<file path="src/rtl/relt_pkg.sv">
`timescale 1ns / 1ps
// ----------------------------------------------------------------------------
// relt_pkg
// Shared types and constants for the ring event log table.
// ----------------------------------------------------------------------------
package relt_pkg;

    localparam int DEPTH_DEF = 16;
    localparam int ID_W      = 16;
    localparam int LOC_W     = 64;
    localparam int NUM_W     = 16;
    localparam int CNT_W     = 5;
    localparam int ACT_W     = 2;

    typedef enum logic [ACT_W-1:0] {
        ACT_ADD    = 2'd0,
        ACT_REMOVE = 2'd1,
        ACT_CLEAR  = 2'd2,
        ACT_QUERY  = 2'd3
    } t_action;

    typedef enum logic [1:0] {
        WR_NONE,
        WR_ADD,
        WR_WIPE,
        WR_SWEEP
    } t_wr_sel;

    typedef enum logic [1:0] {
        RD_NONE,
        RD_FIND,
        RD_SCAN,
        RD_FETCH
    } t_rd_op;

    typedef struct packed {
        logic [ID_W-1:0]  id;
        logic [LOC_W-1:0] loc;
        logic [NUM_W-1:0] num;
    } t_entry;

    typedef struct packed {
        logic    load;
        t_wr_sel wr_sel;
        t_rd_op  rd_op;
        logic    emit;
    } t_cmd;

    typedef struct packed {
        logic match_hit;
    } t_sts;

endpackage

</file>
<file path="src/rtl/ring_event_log_table_unit.sv">
`timescale 1ns / 1ps
// ----------------------------------------------------------------------------
// ring_event_log_table_unit
// Ring of DEPTH log entries (id, location word, sequence number) with add,
// remove by number, clear and query actions.
// ----------------------------------------------------------------------------
// Usage:
//   Drive the action and its fields and raise start; the word is taken at a
//   rising edge where start is high and busy is low. busy stays high while
//   the entry memory is walked.
//   One result word follows each action, shown for exactly one cycle with
//   o_done high; it describes the table after the action.
//   Steps per action: a query scans the table; an add writes the entry,
//   then scans; a clear sweeps every entry, then scans; a remove searches,
//   wipes the first match if any, then scans. The entry memory has a single
//   read port and is walked one entry per cycle for the search, sweep and
//   scan passes. A new word may be taken in the o_done cycle.
//   i_cfg_we writes the location word used for emptied entries; write it
//   only while busy is low.
//   Reset (synchronous, active low) empties all entries, sets the ring
//   pointer to 0 and the next sequence number to 1. There is no clearing
//   pass: per-entry valid bits make every entry read as zero.
//   The receiver cannot stall; a result must be taken in its o_done cycle.
// ----------------------------------------------------------------------------
module ring_event_log_table_unit
    import relt_pkg::*;
#(
    parameter int DEPTH = DEPTH_DEF
) (
    input  logic             i_clk,
    input  logic             i_rst_n,
    input  logic             start,
    output logic             busy,
    input  logic [ACT_W-1:0] i_action,
    input  logic [ID_W-1:0]  i_entry_id,
    input  logic [LOC_W-1:0] i_entry_location,
    input  logic [NUM_W-1:0] i_target_number,
    input  logic             i_cfg_we,
    input  logic [LOC_W-1:0] i_cfg_data,
    output logic             o_done,
    output logic [NUM_W-1:0] o_removed_number,
    output logic [CNT_W-1:0] o_occupied_count,
    output logic [ID_W-1:0]  o_found_id,
    output logic [LOC_W-1:0] o_found_location,
    output logic [NUM_W-1:0] o_found_number
);

    localparam int AW = $clog2(DEPTH);

    t_cmd          w_cmd;
    t_sts          w_sts;
    logic [AW-1:0] w_addr;

    relt_ctrl #(
        .DEPTH (DEPTH),
        .AW    (AW)
    ) u_ctrl (
        .i_clk    (i_clk),
        .i_rst_n  (i_rst_n),
        .i_start  (start),
        .i_action (t_action'(i_action)),
        .i_sts    (w_sts),
        .o_busy   (busy),
        .o_cmd    (w_cmd),
        .o_addr   (w_addr)
    );

    relt_dpath #(
        .DEPTH (DEPTH),
        .AW    (AW)
    ) u_dpath (
        .i_clk            (i_clk),
        .i_rst_n          (i_rst_n),
        .i_cmd            (w_cmd),
        .i_addr           (w_addr),
        .i_cfg_we         (i_cfg_we),
        .i_cfg_data       (i_cfg_data),
        .i_entry_id       (i_entry_id),
        .i_entry_location (i_entry_location),
        .i_target_number  (i_target_number),
        .o_sts            (w_sts),
        .o_done           (o_done),
        .o_removed_number (o_removed_number),
        .o_occupied_count (o_occupied_count),
        .o_found_id       (o_found_id),
        .o_found_location (o_found_location),
        .o_found_number   (o_found_number)
    );

endmodule

</file>
<file path="src/rtl/relt_ctrl.sv">
`timescale 1ns / 1ps
// ----------------------------------------------------------------------------
// relt_ctrl
// Sequencer: walks the entry index for search, sweep and scan passes and
// issues commands to the datapath.
// ----------------------------------------------------------------------------
module relt_ctrl
    import relt_pkg::*;
#(
    parameter int DEPTH = DEPTH_DEF,
    parameter int AW    = $clog2(DEPTH)
) (
    input  logic          i_clk,
    input  logic          i_rst_n,
    input  logic          i_start,
    input  t_action       i_action,
    input  t_sts          i_sts,
    output logic          o_busy,
    output t_cmd          o_cmd,
    output logic [AW-1:0] o_addr
);

    typedef enum logic [3:0] {
        S_IDLE,
        S_ADD,
        S_FIND,
        S_FIND_END,
        S_WIPE,
        S_SWEEP,
        S_SCAN,
        S_SCAN_END,
        S_FETCH,
        S_DONE
    } t_state;

    t_state        r_state, n_state;
    logic [AW-1:0] r_cnt, n_cnt;
    logic          w_last;
    logic          w_accept;

    assign w_last   = (r_cnt == AW'(DEPTH - 1));
    assign w_accept = i_start && (r_state == S_IDLE);
    assign o_busy   = (r_state != S_IDLE);
    assign o_addr   = r_cnt;

    always_comb begin
        n_state      = r_state;
        n_cnt        = r_cnt;
        o_cmd.load   = 1'b0;
        o_cmd.wr_sel = WR_NONE;
        o_cmd.rd_op  = RD_NONE;
        o_cmd.emit   = 1'b0;
        case (r_state)
            S_IDLE: begin
                n_cnt = '0;
                if (i_start) begin
                    o_cmd.load = 1'b1;
                    case (i_action)
                        ACT_ADD:    n_state = S_ADD;
                        ACT_REMOVE: n_state = S_FIND;
                        ACT_CLEAR:  n_state = S_SWEEP;
                        ACT_QUERY:  n_state = S_SCAN;
                        default:    n_state = S_SCAN;
                    endcase
                end
            end
            S_ADD: begin
                o_cmd.wr_sel = WR_ADD;
                n_state      = S_SCAN;
            end
            S_FIND: begin
                o_cmd.rd_op = RD_FIND;
                n_cnt       = r_cnt + AW'(1);
                if (w_last) begin
                    n_state = S_FIND_END;
                end
            end
            S_FIND_END: begin
                n_cnt   = '0;
                n_state = i_sts.match_hit ? S_WIPE : S_SCAN;
            end
            S_WIPE: begin
                o_cmd.wr_sel = WR_WIPE;
                n_state      = S_SCAN;
            end
            S_SWEEP: begin
                o_cmd.wr_sel = WR_SWEEP;
                n_cnt        = r_cnt + AW'(1);
                if (w_last) begin
                    n_cnt   = '0;
                    n_state = S_SCAN;
                end
            end
            S_SCAN: begin
                o_cmd.rd_op = RD_SCAN;
                n_cnt       = r_cnt + AW'(1);
                if (w_last) begin
                    n_cnt   = '0;
                    n_state = S_SCAN_END;
                end
            end
            S_SCAN_END: begin
                n_state = S_FETCH;
            end
            S_FETCH: begin
                o_cmd.rd_op = RD_FETCH;
                n_state     = S_DONE;
            end
            S_DONE: begin
                o_cmd.emit = 1'b1;
                n_state    = S_IDLE;
            end
            default: begin
                n_state = S_IDLE;
            end
        endcase
    end

    always_ff @(posedge i_clk) begin
        if (!i_rst_n) begin
            r_state <= S_IDLE;
            r_cnt   <= '0;
        end else begin
            r_state <= n_state;
            r_cnt   <= n_cnt;
        end
    end

`ifndef SYNTHESIS
    a_accept_busy: assert property (@(posedge i_clk) disable iff (!i_rst_n)
        w_accept |=> o_busy)
        else $error("accepted word did not make the block busy");

    a_wipe_on_hit: assert property (@(posedge i_clk) disable iff (!i_rst_n)
        (r_state == S_WIPE) |-> i_sts.match_hit)
        else $error("wipe issued without a match");

    a_emit_idle: assert property (@(posedge i_clk) disable iff (!i_rst_n)
        o_cmd.emit |=> (r_state == S_IDLE))
        else $error("controller not idle after result");

    a_pass_start: assert property (@(posedge i_clk) disable iff (!i_rst_n)
        ($rose(r_state == S_SCAN) || $rose(r_state == S_FIND)
            || $rose(r_state == S_SWEEP)) |-> (r_cnt == '0))
        else $error("pass did not start at entry zero");
`endif

endmodule

</file>
<file path="src/rtl/relt_dpath.sv">
`timescale 1ns / 1ps
// ----------------------------------------------------------------------------
// relt_dpath
// Entry memory, ring pointer, sequence counter, scan accumulators and the
// result registers.
// ----------------------------------------------------------------------------
module relt_dpath
    import relt_pkg::*;
#(
    parameter int DEPTH = DEPTH_DEF,
    parameter int AW    = $clog2(DEPTH)
) (
    input  logic             i_clk,
    input  logic             i_rst_n,
    input  t_cmd             i_cmd,
    input  logic [AW-1:0]    i_addr,
    input  logic             i_cfg_we,
    input  logic [LOC_W-1:0] i_cfg_data,
    input  logic [ID_W-1:0]  i_entry_id,
    input  logic [LOC_W-1:0] i_entry_location,
    input  logic [NUM_W-1:0] i_target_number,
    output t_sts             o_sts,
    output logic             o_done,
    output logic [NUM_W-1:0] o_removed_number,
    output logic [CNT_W-1:0] o_occupied_count,
    output logic [ID_W-1:0]  o_found_id,
    output logic [LOC_W-1:0] o_found_location,
    output logic [NUM_W-1:0] o_found_number
);

    t_entry             mem [DEPTH];
    logic [DEPTH-1:0]   r_vld;
    logic [AW-1:0]      r_ptr;
    logic [NUM_W-1:0]   r_next;
    logic [LOC_W-1:0]   r_empty_loc;

    logic [ID_W-1:0]    r_id;
    logic [LOC_W-1:0]   r_loc;
    logic [NUM_W-1:0]   r_target;

    t_entry             r_rd_word;
    logic               r_rd_vld;
    logic [AW-1:0]      r_rd_addr;
    t_rd_op             r_rd_op;

    logic               r_match_hit;
    logic [AW-1:0]      r_match_idx;
    logic [NUM_W-1:0]   r_removed;
    logic [CNT_W-1:0]   r_count;
    logic [AW-1:0]      r_pick;

    logic               r_done;
    logic [NUM_W-1:0]   r_o_removed;
    logic [CNT_W-1:0]   r_o_count;
    t_entry             r_o_entry;

    logic               w_we;
    logic [AW-1:0]      w_wa;
    t_entry             w_wd;
    logic [AW-1:0]      w_ra;
    t_entry             w_rd;
    logic               w_find_hit;

    assign w_rd       = r_rd_vld ? r_rd_word : '0;
    assign w_ra       = (i_cmd.rd_op == RD_FETCH) ? r_pick : i_addr;
    assign w_find_hit = (r_rd_op == RD_FIND) && (w_rd.num == r_target);

    always_comb begin
        w_we = 1'b1;
        w_wa = i_addr;
        w_wd = '{id: '0, loc: r_empty_loc, num: '0};
        case (i_cmd.wr_sel)
            WR_ADD: begin
                w_wa = r_ptr;
                w_wd = '{id: r_id, loc: r_loc, num: r_next};
            end
            WR_WIPE: begin
                w_wa = r_match_idx;
            end
            WR_SWEEP: begin
                w_wa = i_addr;
            end
            default: begin
                w_we = 1'b0;
            end
        endcase
    end

    // entry storage with registered read
    always_ff @(posedge i_clk) begin
        if (w_we) begin
            mem[w_wa] <= w_wd;
        end
        r_rd_word <= mem[w_ra];
        r_rd_addr <= w_ra;
    end

    always_ff @(posedge i_clk) begin
        if (i_cmd.load) begin
            r_id     <= i_entry_id;
            r_loc    <= i_entry_location;
            r_target <= i_target_number;
        end
        if (i_cmd.emit) begin
            r_o_removed <= r_removed;
            r_o_count   <= r_count;
            r_o_entry   <= w_rd;
        end
    end

    always_ff @(posedge i_clk) begin
        if (!i_rst_n) begin
            r_vld       <= '0;
            r_ptr       <= '0;
            r_next      <= NUM_W'(1);
            r_empty_loc <= '0;
            r_rd_vld    <= 1'b0;
            r_rd_op     <= RD_NONE;
            r_match_hit <= 1'b0;
            r_match_idx <= '0;
            r_removed   <= '0;
            r_count     <= '0;
            r_pick      <= '0;
            r_done      <= 1'b0;
        end else begin
            r_done   <= i_cmd.emit;
            r_rd_op  <= i_cmd.rd_op;
            r_rd_vld <= r_vld[w_ra];
            if (i_cfg_we) begin
                r_empty_loc <= i_cfg_data;
            end
            if (w_we) begin
                r_vld[w_wa] <= 1'b1;
            end
            if (i_cmd.wr_sel == WR_ADD) begin
                r_next <= r_next + NUM_W'(1);
                r_ptr  <= (r_ptr == AW'(DEPTH - 1)) ? '0 : r_ptr + AW'(1);
            end
            if (i_cmd.wr_sel == WR_SWEEP) begin
                r_next <= NUM_W'(1);
            end
            if (i_cmd.wr_sel == WR_WIPE) begin
                r_removed <= r_target;
            end
            if (i_cmd.load) begin
                r_match_hit <= 1'b0;
                r_removed   <= '0;
                r_count     <= '0;
                r_pick      <= '0;
            end else begin
                // first match wins
                if (w_find_hit && !r_match_hit) begin
                    r_match_hit <= 1'b1;
                    r_match_idx <= r_rd_addr;
                end
                if (r_rd_op == RD_SCAN && w_rd.id != '0) begin
                    r_count <= r_count + CNT_W'(1);
                    r_pick  <= r_rd_addr;
                end
            end
        end
    end

    // last entry of the search is compared in the same cycle the status is used
    assign o_sts.match_hit  = r_match_hit || w_find_hit;
    assign o_done           = r_done;
    assign o_removed_number = r_o_removed;
    assign o_occupied_count = r_o_count;
    assign o_found_id       = r_o_entry.id;
    assign o_found_location = r_o_entry.loc;
    assign o_found_number   = r_o_entry.num;

`ifndef SYNTHESIS
    a_ptr_range: assert property (@(posedge i_clk) disable iff (!i_rst_n)
        r_ptr <= AW'(DEPTH - 1))
        else $error("ring pointer out of range");

    a_add_numbering: assert property (@(posedge i_clk) disable iff (!i_rst_n)
        (i_cmd.wr_sel == WR_ADD) |=> (r_next == $past(r_next) + NUM_W'(1)))
        else $error("sequence number did not advance on add");

    a_removed_hit: assert property (@(posedge i_clk) disable iff (!i_rst_n)
        (r_removed != '0) |-> r_match_hit)
        else $error("removed number without a match");
`endif

endmodule

</file>
<file path="config.mk">
export PLATFORM = sky130hd
export DESIGN_NAME = ring_event_log_table_unit
export DESIGN_NICKNAME = d
export VERILOG_FILES = /design/src/rtl/relt_pkg.sv /design/src/rtl/ring_event_log_table_unit.sv /design/src/rtl/relt_ctrl.sv /design/src/rtl/relt_dpath.sv
export SDC_FILE = /design/constraint.sdc
export NUM_CORES = 2
export LEC_CHECK = 0
export CORE_UTILIZATION = 39
export DETAILED_ROUTE_END_ITERATION = 8
export DONT_BUFFER_PORTS = 1
export HOLD_SLACK_MARGIN = 0.02
export PLACE_DENSITY = 0.64
export SETUP_SLACK_MARGIN = 0.2
export SLEW_MARGIN = 20
export SYNTH_ARGS = -nofsm -noshare
export SYNTH_HDL_FRONTEND = slang
export SYNTH_SLANG_ARGS = --single-unit
</file>
<file path="constraint.sdc">
create_clock -name i_clk -period 14.53 [get_ports i_clk]
set_clock_uncertainty 0.1 [all_clocks]
set_input_delay 2.906 -clock i_clk [delete_from_list [all_inputs] [get_ports i_clk]]
set_output_delay 2.906 -clock i_clk [all_outputs]
set_load 0.03 [all_outputs]
</file>
# Yosys cells after proc, flatten, opt, wreduce, memory -nomap -nowiden
# Memory sizes are Yosys's and may differ from the RTL's. A register that Yosys moved wholly into a read port is not among the register bits.
# Index checks and enable logic that the tools add are counted.
# W data, S select, Z words.
word_totals:
  reg_bits: 359
  ramBits: 1536
  inputBits: 166
  out_inout_bits: 119
  n_memories: 1
op_classes:
  addsub: 4
  n_lt_le_gt_ge: 3
  n_eq_ne: 25
  n_mux: 26
  bitwise: 3
  reduce_logical: 19
mem_list:
  columns: ["name", "words", "width", "read_ports", "rd_clocked_by_memory_dff", "wr", "line", "source"]
  rows:
  - ["u_dpath.mem", 16, 96, 1, 1, 1, "relt_dpath.sv:31", "t_entry mem [DEPTH];"]
ops:
  columns: ["operator", "count"]
  rows:
  - ["$mux W96", 2]
  - ["$pmux W4 S8", 1]
  - ["$mux W4", 7]
  - ["$add A16 B1 Y16 const B", 1]
  - ["$eq A16 B16 Y1", 1]
  - ["$eq A4 B3 Y1 const B", 4]
  - ["$eq A4 B4 Y1 const B", 4]
  - ["$or A16 B16 Y16", 1]
  - ["$pmux W4 S4", 1]
  - ["$reduce_bool A16 Y1", 1]
  - ["$eq A2 B2 Y1 const B", 6]
  - ["$pmux W2 S3", 2]
  - ["$pmux W4 S3", 1]
  - ["$lt A4 B5 Y1 const B", 2]
  - ["$reduce_or A2 Y1", 5]
  - ["$add A4 B1 Y4 const B", 2]
  - ["$eq A4 B2 Y1 const B", 2]
  - ["$mux W1", 8]
  - ["$pmux W4 S2", 1]
  - ["$eq A2 B1 Y1 const B", 3]
  - ["$ne A2 B1 Y1 const B", 3]
  - ["$add A5 B1 Y5 const B", 1]
  - ["$bmux W1 S4", 1]
  - ["$demux W1 S4", 1]
  - ["15 further kinds", 19]

# Depth between registers and ports, before layout
logic_depth:
  word_depth: 9
  ltp_mapped: 13
  ltp_nobuf: 10

# Modules after synthesis
# A second synthesis with hierarchy kept.
hier_totals:
  cells_unflattened: 3969
  hier_area_um2: 74629.1
modules_own_cells:
  columns: ["mod", "n_inst", "cells_per_inst", "area_each_um2"]
  rows:
  - ["relt_dpath", 1, 3894, 73988.5]
  - ["relt_ctrl", 1, 75, 640.6]

# Least setup slack after synthesis
# Ideal clock, no wire load.
synth_path:
  kind: "register to register"
  start: "register u_ctrl.r_state[1]"
  end: "memory u_dpath.mem[13][0] in the netlist's numbering (enable)"
  t_arrival_ns: 6.180
  t_required_ns: 13.877
  setup_slack_ns: 7.697
  stages_incl_launch_ff: 10
  synth_period_minus_slack_ns: 6.833
  path_cell_list: "dfxtp_1 clkbuf_1 clkbuf_1 nand2b_1 ha_1 clkbuf_1 a22oi_1 o21ai_0 nand2_1 nor2_1"
synth_between:
  elab_chain_cells: 7
  word_cells_on_any_way: 12
  cone_classes: "6 x eq/ne; 5 x mux; 1 x reduce/logical"
synth_rtl:
  columns: ["item", "line", "source"]
  rows:
  - ["start, declared", "relt_ctrl.sv:36", "t_state r_state, n_state;"]
  - ["start signal, assigned", "relt_ctrl.sv:124", "r_state <= n_state;"]
  - ["$eq A4 B3 Y1 or $eq A4 B1 Y1 (tied branches)", "relt_ctrl.sv:53", "case (r_state)"]
  - ["$pmux W2 S3 (*)", "relt_ctrl.sv:53", null]
  - ["$eq A2 B2 Y1 or $eq A2 B1 Y1 (tied branches)", "relt_dpath.sv:72", "case (i_cmd.wr_sel)"]
  - ["$reduce_or A3 Y1 (no source line)", null, null]
  - ["$mux W1", "relt_dpath.sv:72", null]
  - ["$mux W1", "relt_dpath.sv:91", "if (w_we) begin"]
  - ["$mux W1 (implied by the code)", "relt_dpath.sv:92", "mem[w_wa] <= w_wd;"]
  - ["end, declared", "relt_dpath.sv:31", null]
# Mark *: on every way between the ends. The rest lies on a longest branch, timed or not.

# Worst setup path in the final report
layout_path:
  start: "register u_ctrl.r_state[0]"
  end: "memory u_dpath.mem[8][59] in the netlist's numbering (enable)"
# The elaborated chain is that of the path after synthesis.

==> impl_metrics.py <==
metrics = {
    "critical_path": {
        "crit_top_cell": "buf_4",
        "rr_worst_depth": 11,
        "path_cells": "nor2b_1, nand2b_1, inv_1, ha_4, buf_4, a22oi_1, o21ai_0, nand2_1, nor2_4, buf_4, buf_4",
        "r2r_start": "u_ctrl.r_state[0]",
        "crit_family": "buffers and inverters",
        "path_max_fanout": 54,
        "cp-start-kind": "flip-flop",
        "r2r-end": "u_dpath.mem[8][59]",
        "slowest_delay_ns": 0.86,
        "cp.arrival_ns": 6.23,
        "cp_num_buf_inv": 4,
        "slowest_stage": "buf_4",
        "setup.worst_path.end_class": "flip-flop",
        "critical_path_class": "flip-flop to flip-flop",
        "cp_data_required_time_ns": 14.87,
        "r2r_slack_ns": 8.64,
    },
    "routing": {
        "drc_errors": 0,
        "vias": 38933,
        "viasPerCell": 5.46,
        "first_iter_violations": 3858,
        "dr.pass1.iters": 7,
        "wl_mm": 187,
        "ant_nets": 0,
        "wl_per_cell_um": 26.3,
    },
    "floorplanning": {
        "die_h_um": 439,
        "die_area_um2": 192000,
        "start_util_pct": 39.4,
        "core_um2": 189000,
        "chipWidth_um": 439,
        "rows": 159,
        "io-pin-count": 285,
    },
    "sta": {
        "tightest_slew_ns": 1.12,
        "finalSetupTns_ns": 0,
        "rsz0062_at_grt": "no",
        "hold_violations": 0,
        "fmax_mhz": 170,
        "setup-violations-final": 0,
        "finalCritPeriodShare_pct": 40.6,
        "fin_hold_ws_ns": 0.334,
        "final_max_slew_viol_count": 0,
        "relSlewSlack_pct": 25.0,
        "finalCriticalPeriod_ns": 5.89,
    },
    "cells_and_area": {
        "nNetsFinal": 4642,
        "drive_above_1_share_pct": 13.5,
        "area.growth.synth_to_final_pct": 12.3,
    },
    "clock_network": {
        "cts_resized": 0,
        "numCtsBuffers": 190,
        "htreeDepth": 4,
        "postCtsSetupBuffers": 0,
        "cts.sinks": 1991,
        "cts_tree": "yes",
        "root_buffer": "clkbuf_16",
        "clockBufferDepth": 3,
        "hold_buffers": 0,
        "clk_pin_slew_ns": 0.06,
        "clk_latency_ns": 0.83,
    },
    "min_path": {
        "min_to": "u_dpath.o_removed_number[5]",
        "min_path_type": "flip-flop to flip-flop",
        "min_path_cells": 0,
        "worstHoldStart": "u_dpath.r_removed[5]",
    },
    "synth": {
        "synth.area.top_cells": "edfxtp_1, dfxtp_1, mux4_2, mux2i_1, nand2_1",
        "syn_area_um2": 74300,
        "synth.largest_area_cell": "edfxtp_1",
        "synthCells": 4443,
        "synth-edff-count": 1749,
        "avgSynthCellArea_um2": 16.7,
        "async_flop_share_pct": 0,
        "seq_area_frac_synth_pct": 77.2,
        "synth_flop_cell": "edfxtp_1",
        "ys_ff_latch": 1991,
        "synth_cell_types": 63,
        "syn_nets": 4617,
        "ys_warn_count": 0,
        "yosysTopAreaCellShare_pct": 70.6,
    },
    "grt": {
        "grt_pass1_vias": 39132,
        "grt_remaining_overflow": 0,
        "grt_max_degree": 156,
        "grt.total_usage_pct": 19.1,
        "antenna_found_initial": 21,
        "grt_pass1_wl_mm": 269,
    },
    "placed_design": {
        "portBuffers": 0,
        "hpwl_mm": 100,
        "gp_congestion": 0.772,
    },
    "flow_run": {
        "cap_violations": 0,
    },
    "power_and_ir_drop": {
        "power_density_nw_per_um2": 171,
        "ir_drop_mv": 0.103,
        "leakagePower_uw": 0.0281,
    },
    "run_status": {
        "status": "complete, no violations",
    },
}
## cell families (layout without fill, tap and decap cells)
| logic type | count (synthesis) | in the layout | synth area share (%) |
|---|---|---|---|
| and+or+nand+nor | 1260 | 1260 | 7.61 |
| adders and majority gates | 8 | 8 | 0.135 |
| DFF | 1991 | 1991 | 77.2 |
| muxes | 486 | 486 | 9.12 |
| AOI/OAI and AO/OA | 407 | 407 | 4.08 |
| buffers and inverters | 263 | 455 | 1.57 |
| xor gates and xnor gates | 28 | 28 | 0.330 |
| other | 0 | 3 | 0 |
## through the flow
stage / instances / setup WS (ns) / utilization, % / area (um^2) / total power [uW]
after CTS: 7130 / 8.64 / 44.3 / 83500 / 14400
after floorplan: 4443 / 7.70 / - / 74300 / 8660
after global routing: 7132 / 8.26 / 44.3 / 83500 / 14700
after global placement: 6771 / 8.76 / 40.9 / 77200 / 9380
final: 7133 / 8.64 / 44.3 / 83500 / 14200
after detailed placement: 6771 / 8.64 / 40.9 / 77200 / 9420
## metal layers
layer | vias to the layer above | track usage, % | wire length [um]
met2 | 1331 | 32.7 | 95100
met3 | 303 | 3.08 | 10700
li1 | 17100 | - | -
met5 | - | 0 | 51
met4 | 8 | 6.10 | 5250
met1 | 20191 | 24.8 | 76200
## worst max-delay path by stage
stage                                  from                  to  slack, ns  cells past startpoint
final                     u_ctrl.r_state[0]  u_dpath.mem[8][59]       8.64                     11
after global routing      u_ctrl.r_state[0]  u_dpath.mem[8][52]       8.26                     11
after CTS                 u_ctrl.r_state[0]  u_dpath.mem[9][59]       8.64                     11
after detailed placement  u_ctrl.r_state[0]  u_dpath.mem[9][41]       8.64                     11
after global placement    u_ctrl.r_state[0]  u_dpath.mem[9][41]       8.76                     11
after floorplan           u_ctrl.r_state[1]  u_dpath.mem[13][0]       7.70                      9
## cell usage after synthesis, types with 11 or more instances
master / number
o21a_1: 19
nand2_1: 725
edfxtp_1: 1749
dfxtp_1: 242
o22ai_1: 45
mux2i_1: 274
a21oi_1: 18
nor2_1: 77
a22oi_1: 78
a32o_1: 20
mux2_2: 65
buf_4: 11
nand3_1: 199
nor2b_1: 80
nand4_1: 13
a31oi_1: 97
clkbuf_1: 157
a311o_1: 20
o21ai_0: 12
mux4_2: 146
buf_1: 12
buf_2: 61
a32oi_1: 74
xor2_1: 18
and2_1: 129
## power breakdown
| group | total [uW] | switching (uW) | internal [uW] |
|---|---|---|---|
| clock network | 4970 | 2150 | 2820 |
| logic | 2070 | 1390 | 688 |
| registers | 7200 | 265 | 6940 |
| total | 14200 | 3800 | 10400 |
## state kept, by name, summed over array words and instances, names as in the netlist, 5 cells and up
register and count:
u_dpath.r_next 16, u_dpath.r_loc 64, u_dpath.r_removed 16, u_dpath.r_vld 16, u_dpath.o_found_number 16, u_dpath.mem 1536
u_dpath.o_found_location 64, u_dpath.o_removed_number 16, u_dpath.o_occupied_count 5, u_dpath.r_empty_loc 64, u_dpath.r_target 16, u_dpath.r_rd_word 96
u_dpath.o_found_id 16, u_dpath.r_count 5, u_dpath.r_id 16
## placed cells by master (no fill, tap or decap), types with 7 or more instances in the layout
master and count:
o21a_1 19, nor2_4 22, clkinv_1 10, nor2b_1 80, edfxtp_1 1749, a311o_1 20, o21ai_0 12, clkbuf_1 54
xnor2_1 10, buf_4 80, a31oi_1 97, o22ai_1 45, clkbuf_16 194, a21oi_1 18, clkinvlp_4 7, nand3_1 199
xor2_1 18, nand4_1 13, nand2b_1 9, ha_1 7, mux4_2 146, a32o_1 20, bufinv_16 10, inv_6 9
and2_1 128, clkinv_2 32, nor4_1 10, inv_1 10, nand2_1 725, nor2_1 58, clkbuf_8 32, mux2_2 65
a22oi_1 78, mux2i_1 272, a32oi_1 74, dfxtp_1 241
## layout make-up
class	count	area [um^2]
fill	16206	105000
sequential	1991	57400
multi-input combinational	2189	16000
clock buffer	280	5500
tap	2495	3120
clock inverter	79	796
timing repair buffer	82	641
inverter	14	67.6
antenna	3	7.51
(Power assumes the default switching activity.)
